--- src/rtl/ccb_fifo.sv ---
// ----------------------------------------------------------------------------
// ccb_fifo
// Small synchronous queue with full and empty flags (DEPTH of 2 or more).
// ----------------------------------------------------------------------------
module ccb_fifo #(
   parameter int unsigned WIDTH = 8,
   parameter int unsigned DEPTH = 2
) (
   input  logic             clock,
   input  logic             reset,
   input  logic             push,
   input  logic [WIDTH-1:0] push_data,
   output logic             full,
   input  logic             pop,
   output logic [WIDTH-1:0] pop_data,
   output logic             empty
);
   localparam int unsigned PTR_W = $clog2(DEPTH);
   localparam int unsigned CNT_W = $clog2(DEPTH + 1);

   logic [WIDTH-1:0] store [DEPTH];
   logic [PTR_W-1:0] wr_ptr_ff, wr_ptr_in;
   logic [PTR_W-1:0] rd_ptr_ff, rd_ptr_in;
   logic [CNT_W-1:0] count_ff, count_in;
   logic             do_push, do_pop;

   assign full     = (count_ff == CNT_W'(DEPTH));
   assign empty    = (count_ff == '0);
   assign do_push  = push & ~full;
   assign do_pop   = pop & ~empty;
   assign pop_data = store[rd_ptr_ff];

   always_comb begin
      wr_ptr_in = wr_ptr_ff;
      rd_ptr_in = rd_ptr_ff;
      count_in  = count_ff;
      if (do_push) begin
         wr_ptr_in = (wr_ptr_ff == PTR_W'(DEPTH - 1)) ? '0 : wr_ptr_ff + 1'b1;
      end
      if (do_pop) begin
         rd_ptr_in = (rd_ptr_ff == PTR_W'(DEPTH - 1)) ? '0 : rd_ptr_ff + 1'b1;
      end
      case ({do_push, do_pop})
         2'b10:   count_in = count_ff + 1'b1;
         2'b01:   count_in = count_ff - 1'b1;
         default: count_in = count_ff;
      endcase
   end

   always_ff @(posedge clock) begin
      if (reset) begin
         wr_ptr_ff <= '0;
         rd_ptr_ff <= '0;
         count_ff  <= '0;
      end else begin
         wr_ptr_ff <= wr_ptr_in;
         rd_ptr_ff <= rd_ptr_in;
         count_ff  <= count_in;
      end
   end

   always_ff @(posedge clock) begin
      if (do_push) begin
         store[wr_ptr_ff] <= push_data;
      end
   end

endmodule

--- config.mk ---
export PLATFORM = sky130hd
export DESIGN_NAME = ccb_fifo
export DESIGN_NICKNAME = d
export VERILOG_FILES = /design/src/rtl/ccb_fifo.sv
export SDC_FILE = /design/constraint.sdc
export NUM_CORES = 1
export LEC_CHECK = 0
export BUFFER_PORTS_ARGS = -buffer_cell sky130_fd_sc_hd__buf_2
export CAP_MARGIN = 30
export CORE_MARGIN = 5
export CORE_UTILIZATION = 56
export CTS_BUF_LIST = sky130_fd_sc_hd__clkbuf_2
export CTS_CLUSTER_SIZE = 20
export DETAILED_ROUTE_END_ITERATION = 8
export GPL_ROUTABILITY_DRIVEN = 0
export PLACE_DENSITY = 0.85
export SYNTH_ARGS = -nofsm -noshare
export SYNTH_HDL_FRONTEND = slang
export SYNTH_SLANG_ARGS = --single-unit
--- constraint.sdc ---
create_clock -name clock -period 3.4 [get_ports clock]
set_clock_uncertainty 0.15 [all_clocks]
set_input_delay 0.68 -clock clock [delete_from_list [all_inputs] [get_ports clock]]
set_output_delay 0.68 -clock clock [all_outputs]
set_load 0.02 [all_outputs]
== Word-level counts from Yosys, hierarchy flattened ==
Memories as Yosys holds them, arrays and structs flattened. A register that Yosys moved wholly into a read port is not among the register bits.
Cells that the tools add are included.
Operators by class
  eq/ne operators: 3
  reduce and logical (&&, ||, !) cells: 2
  add/sub/neg operators: 4
  muxes and demuxes: 7
  bitwise operators: 4
Operators by type and width (count)
  2-to-1 mux 1 bit: 6
  == test 2 bit, second input constant: 2
  one-hot mux 2 bit (2 select lines): 1
  adder 1 bit, second input constant: 2
  adder 2 x 1 -> 2 bit, second input constant: 1
  AND 1 bit: 2
  == test 2 x 1 -> 1 bit, second input constant: 1
  zero test 2 bit: 1
  NOT 1 bit: 2
  nonzero test 2 bit: 1
  subtractor 2 x 1 -> 2 bit, second input constant: 1
Storage, ports and cells
  word-level logic and storage cells: 24
  bits in writable memories: 16
  output and inout bits: 10
  memories kept: 1
  flip-flop bits (word level): 4
  input bits: 12
Memory list
  store: words 2, width 8, rd ports 1, clocked after Yosys merged registers in 1, wr ports 1, RTL line 21  | logic [WIDTH-1:0] store [DEPTH];

== Logic depth before layout (Yosys ltp) ==
Gate-level depths: netlist of run 1.
  word-level depth: 5
  depth in mapped cells: 6
  mapped depth without buffers: 6

== Worst setup path after synthesis of run 1 ==
Ideal clock, no wire load.
  path kind: register to output
  start: register (tool-made name)
  end: output pop_data[0]
  setup slack: 1.587 ns
  buffers on the path: 1
  arrival time: 0.983 ns
  cell stages (with the launch flop): 3
  required time: 2.570 ns
  cell sequence: dfxtp_1 -> clkbuf_1 -> mux2_2
RTL lines
  end, declared: RTL line 15  | output logic [WIDTH-1:0] pop_data,

==> summary.txt, run 1 <==
Outcome
  – Run status: completed

Worst hold path
  – Hold crit path type: reg2reg
  – Hold Path Stages: 2

Clock network
  – Clk sinks: 21
  – Post-CTS Setup Bufs: 0
  – Post-cts sizing count: 0
  – TritonCTS Buffers: 3
  – Clock transition at the registers of the reported paths: 0.17 ns
  – # hold bufs at CTS: 0
  – CTS tree: yes
  – Max H-tree Level: 1
  – CTS Buffer Depth: 2
  – Clock Latency Late Sink: 0.29 ns
  – Root Buffer: clkbuf_2

Global routing
  – First-pass GRT wire length: 2028 um
  – Largest net degree at the start of global routing: 13
  – Initial antenna violation count: 0
  – Total gr overflow: 0
  – Number of global-route vias before repair: 482
  – Total GRT Usage: 13.35%

STA
  – Hold Slack: 0.3880 ns
  – Fmax: 448.2 MHz
  – Fin crit period: 2.231 ns
  – Slew HR: 74.40%
  – Fin. max-slew vios: 0
  – Fin Setup TNS: 0 ns
  – Final Hold Fails: 0
  – Unrepaired setup endpoints after global routing: no
  – Setup Viol. Count Final: 0
  – Least-Margin Pin Slew: 0.3839 ns
  – Tcrit/Tclk final: 65.62%

Synth
  – Largest family of logic cells by synthesized area: multiplexers
  – Mapped Area: 798.3 sq um
  – Post-synthesis register bit count: 21
  – Synth Area per Inst: 15.65 sq um
  – Complex-gate fraction of the synthesized area: 3.448%
  – Synth cell types: 17
  – Post-Syn Instances: 51
  – Post-synthesis mux area share: 11.29%
  – Synth warn: 0
  – Post-Synth Simple-Gate Area: 5.799%
  – Adder-cell share of the synthesized area: 1.567%
  – Post-synthesis xor/xnor area fraction: 3.292%
  – Syn_nets: 64
  – Post-synthesis sequential area ratio: 72.73%

Critical path
  – Crit path launch type: flop
  – Setup CP Type: reg2out
  – FF-to-FF path depth: 4
  – Worst Path Arrival: 1.40 ns
  – Worst stage delay on the critical path: 0.55 ns
  – CP cell instances: mux2_2, buf_2
  – Worst Setup End Kind: output port
  – Crit path max-delay family: flip-flops
  – CP Max Fanout: 8
  – Worst Path Buf+Inv: 1
  – Cell depth of the worst setup path: 2
  – CP max-delay cell: dfxtp_1
  – Required @ worst endpoint: 2.57 ns

Layout
  – Commonest non-fill, non-tap cell in the layout: buf_2
  – Nets: 89
  – Most frequent cells in the layout: 21 x buf_2, 16 x edfxtp_1, 8 x mux2_2, 5 x dfxtp_1, 4 x nor2_1
  – Layout cell share with drive strength beyond 1: 46.67%
  – Ant diodes: 0
  – Area growth syn-to-layout: 17.55%

Power
  – P_leak: 0.3840 nW
  – Maximum VDD drop: 0.5407 mV
  – Power per cell area: 774.3 mW/mm^2

Route
  – Vias: 476
  – DR pass1 iterations: 2
  – Remaining antenna violation count: 0
  – DRC: 0
  – Wire length per cell: 14.48 um
  – DRT iter0 DRCs: 9
  – Final wirelength: 1303 um
  – Via/cell ratio: 5.289

Die
  – Cell row count: 13
  – Die Span Y: 47.76 um
  – Initial Utilization: 60.59%
  – Core Area: 0.001318 sq mm
  – IO Pins: 22
  – Die ar.: 0.002281 sq mm
  – Die W: 47.76 um

Place
  – Dpl hpwl: 1049 um
  – Number of port buffers: 21

Run
  – # Max-Cap Violations: 0
[cells by family after synthesis]
| kind of cell | Yosys count |
|---|---|
| XOR/XNOR | 3 |
| AO/OA/AOI/OAI | 5 |
| multiplexers | 8 |
| flip-flops | 21 |
| adder cells (fa/ha/maj) | 1 |
| buffers and inverters | 4 |
| AND/OR/NAND/NOR | 9 |
[cell type report]
type	count	area (sq um)
clock buffer	3	15.01
clock inverter	1	5.005
fill	93	379.1
inverter	3	11.26
multi-input combinational	26	202.7
sequential	21	580.6
tap	15	18.77
timing repair buffer	21	105.1
[worst register-to-register path: stages (launching register included)]
cell	delay (ns)
dfxtp_1	0.46
nand2b_2	0.18
inv_2	0.04
or3_1	0.33
inv_1	0.26
[stage by stage]
step | util [%] | cells | power, mW | area, sq um | worst slack (ns)
2_1_floorplan | - | 51 | 0.5563 | 798.3 | 1.587
3_3_place_gp | 69.71 | 86 | 0.6219 | 918.4 | 1.482
3_5_place_dp | 69.71 | 86 | 0.6416 | 918.4 | 1.459
4_1_cts | 71.23 | 90 | 0.7345 | 938.4 | 1.131
5_1_grt | 71.23 | 90 | 0.7753 | 938.4 | 1.057
6_report | 71.23 | 90 | 0.7266 | 938.4 | 1.169
[synthesized netlist by cell type, drive strengths merged]
| cell | n | area (sq um) |
|---|---|---|
| a21oi | 2 | 10.01 |
| and3 | 1 | 6.260 |
| clkbuf | 1 | 3.750 |
| dfxtp | 5 | 100.1 |
| edfxtp | 16 | 480.5 |
| ha | 1 | 12.51 |
| inv | 3 | 11.26 |
| mux2 | 8 | 90.09 |
| nand2 | 1 | 3.750 |
| nand2b | 1 | 8.760 |
| nor2 | 4 | 15.01 |
| o21a | 1 | 7.510 |
| o21ai | 2 | 10.01 |
| or3 | 2 | 12.51 |
| xnor2 | 2 | 17.52 |
| xor2 | 1 | 8.760 |
[where the power goes]
part	internal [mW]	total [mW]	switching, mW
registers	0.330	0.368	0.0386
clock network	0.0267	0.0957	0.0691
logic	0.114	0.262	0.149
[registers in the layout, summed over array words and instances (netlist names), named ones only]
register	count
store	16
count_ff	2
rd_ptr_ff	1
wr_ptr_ff	1
[per-layer routing]
layer,part of all wire [%],global-route usage (%),up-vias
met5,0,0,-
met4,0.77,8.065,0
met3,6.7,2.256,2
met2,57,23.75,13
met1,35,14.63,232
li1,-,-,229
[path summary, 6_finish.rpt]
kind,slack [ns],startpoint,to
setup / recovery,1.17,flop,pop_data[5]
hold / removal,0.39,wr_ptr_ff,wr_ptr_ff
setup reg to reg,1.68,count_ff[0],store[0][4]
hold reg to reg,0.39,wr_ptr_ff,wr_ptr_ff
Note: power is estimated with default switching activity, not from simulation.
==> run 2, diff against run 1 <==
--- a/config.mk
+++ b/config.mk
@@ -8,12 +8,12 @@
 export BUFFER_PORTS_ARGS = -buffer_cell sky130_fd_sc_hd__buf_2
 export CAP_MARGIN = 30
 export CORE_MARGIN = 5
-export CORE_UTILIZATION = 56
+export CORE_UTILIZATION = 52
 export CTS_BUF_LIST = sky130_fd_sc_hd__clkbuf_2
 export CTS_CLUSTER_SIZE = 20
 export DETAILED_ROUTE_END_ITERATION = 8
 export GPL_ROUTABILITY_DRIVEN = 0
-export PLACE_DENSITY = 0.85
+export PLACE_DENSITY = 0.79
 export SYNTH_ARGS = -nofsm -noshare
 export SYNTH_HDL_FRONTEND = slang
 export SYNTH_SLANG_ARGS = --single-unit
==> constraint.sdc (replaced) <==
create_clock -name clock -period 2.13 [get_ports clock]
set_clock_uncertainty 0.15 [all_clocks]
set_input_delay 0.426 -clock clock [delete_from_list [all_inputs] [get_ports clock]]
set_output_delay 0.426 -clock clock [all_outputs]
set_load 0.02 [all_outputs]
==> summary.txt, run 2 (synthesized netlist as in run 1, its figures left out) <==
Layout
  – FILL cells: 116
  – Top Registers: store (16), count_ff (2)
  – Layout cell share with drive strength beyond 1: 46.67%
  – Commonest non-fill, non-tap cell in the layout: buf_2
  – Finished Cell Area: 939.7 sq um
  – Ant diodes: 0
  – Nets: 89
  – Area growth syn-to-layout: 17.71%
  – Post-layout util: 63.11%
  – Max reg flops: 16
  – Largest Register: store
  – Most frequent cells in the layout: 21 x buf_2, 16 x edfxtp_1, 8 x mux2_2, 5 x dfxtp_1

Clock network
  – # hold bufs at CTS: 0
  – Post-cts sizing count: 0
  – Clock transition at the registers of the reported paths: 0.17 ns
  – CTS Buffer Depth: 2
  – Max H-tree Level: 1
  – Clock Latency Late Sink: 0.30 ns
  – Root Buffer: clkbuf_2
  – CTS tree: yes
  – TritonCTS Buffers: 3
  – Post-CTS Setup Bufs: 0
  – Clk sinks: 21

STA
  – Setup Viol. Count Final: 0
  – Tcrit/Tclk final: 92.29%
  – Fin worst setup slack: 0.1641 ns
  – Fmax: 508.7 MHz
  – Fin. max-slew vios: 0
  – Least-Margin Pin Slew: 0.3897 ns
  – Final Hold Fails: 0
  – Fin crit period: 1.966 ns
  – Unrepaired setup endpoints after global routing: no
  – Fin Setup TNS: 0 ns
  – Slew HR: 74.02%

Power
  – Int Pwr: 0.7569 mW
  – Clk pwr share: 13.6%
  – Power per cell area: 1222 mW/mm^2
  – Logic gate share of total power: 35.3%
  – Sequential share of power: 51.1%
  – Sw Ratio: 34.06%
  – Net Sw Power: 0.3910 mW
  – Maximum VDD drop: 0.6184 mV
  – P_leak: 0.3843 nW

Critical path
  – Worst R2R End: store[0][4]
  – Worst Path Arrival: 1.39 ns
  – Worst Setup End Kind: output port
  – CP cell instances: mux2_2, buf_2
  – R2R Path Start: count_ff[0]
  – FF-to-FF path depth: 4
  – Required @ worst endpoint: 1.55 ns
  – Setup CP Type: reg2out
  – Cell depth of the worst setup path: 2
  – Crit path max-delay family: flip-flops
  – Worst stage delay on the critical path: 0.56 ns
  – CP Max Fanout: 8
  – Setup slack, reg-to-reg: 0.42 ns
  – Worst Path Buf+Inv: 1
  – Crit path to: pop_data[1]
  – CP max-delay cell: dfxtp_1
  – Crit path launch type: flop

Global routing
  – Met2 GRT Util: 19.31%
  – Gr busiest metal: met2
  – Total gr overflow: 0
  – Total GRT Usage: 11.71%
  – Initial antenna violation count: 0
  – Met3 Use GR: 3.364%
  – Largest net degree at the start of global routing: 12
  – Met1 Usage GRT: 12.67%
  – First-pass GRT wire length: 2083 um
  – Number of global-route vias before repair: 495

Route
  – Wire length per cell: 13.92 um
  – Via/cell ratio: 5.099
  – DRC: 0
  – DRT iter0 DRCs: 11
  – Remaining antenna violation count: 0
  – DR pass1 iterations: 4
  – Final wirelength: 1267 um
  – Vias: 464

Die
  – Initial Utilization: 53.61%
  – Die W: 49.18 um
  – Cell row count: 14
  – Die ar.: 0.002419 sq mm
  – IO Pins: 22
  – Die Span Y: 49.18 um
  – Core Area: 0.001489 sq mm

Place
  – Number of port buffers: 21
  – Placement Setup Slack: 0.4319 ns
  – Placed inst area: 919.6 sq um
  – Dpl hpwl: 1010 um

Outcome
  – Run status: completed

Run
  – # Max-Cap Violations: 0

Worst hold path
  – Hold crit path type: in2reg
run 2: cell types whose count changed in the layout (fill, tap and decap cells not counted):
cell and change:
clkbuf_2 +1, clkinv_2 -1
run 2: how the worst min path moves through the flow:
stage                  from          end  slack [ns]  cells past startpoint
4_1_cts        push_data[7]  store[1][7]        0.12                      1
2_1_floorplan     wr_ptr_ff    wr_ptr_ff        0.30                      2
3_5_place_dp      rd_ptr_ff         flop        0.35                      2
6_report       push_data[7]  store[1][7]        0.14                      1
3_3_place_gp      wr_ptr_ff    wr_ptr_ff        0.32                      2
5_1_grt        push_data[7]  store[0][7]        0.09                      1
run 2: per-layer routing:
layer / part of all wire, % / vias to the layer above
li1: - / 231
met1: 39 / 216
met2: 51 / 13
met3: 6.9 / 4
met4: 2.3 / 0
met5: 0 / -
run 2: metrics by stage:
step                hold WS [ns]  power, mW  instances
floorplan                 0.3018     0.8879         51
global placement          0.3188     0.9959         87
detailed placement        0.3469      1.008         87
CTS                       0.1227      1.167         91
global route             0.09278      1.235         91
finish                    0.1437      1.148         91
run 2: area by class of cell:
class	count	area [sq um]	share of cell area (%)
clock buffers	4	20.02	2.130
inverters	3	11.26	1.198
multi-input cells	26	202.7	21.57
flip-flops and latches	21	580.6	61.78
well taps	16	20.02	2.130
repair buffers	21	105.1	11.19
run 2: power groups by stage:
stage | combinational [mW] | clock (mW) | sequential, mW
final | 0.405 | 0.157 | 0.587
after floorplan | 0.322 | 0 | 0.566
after global placement | 0.401 | 0 | 0.595
after CTS | 0.412 | 0.166 | 0.588
after detailed placement | 0.410 | 0 | 0.598
after global routing | 0.450 | 0.188 | 0.597
run 2: worst reg2reg max path, stage by stage, from the launching register on:
cell and delay (ns):
dfxtp_1 0.45, nand2b_2 0.18, inv_2 0.04, or3_1 0.33
inv_1 0.27
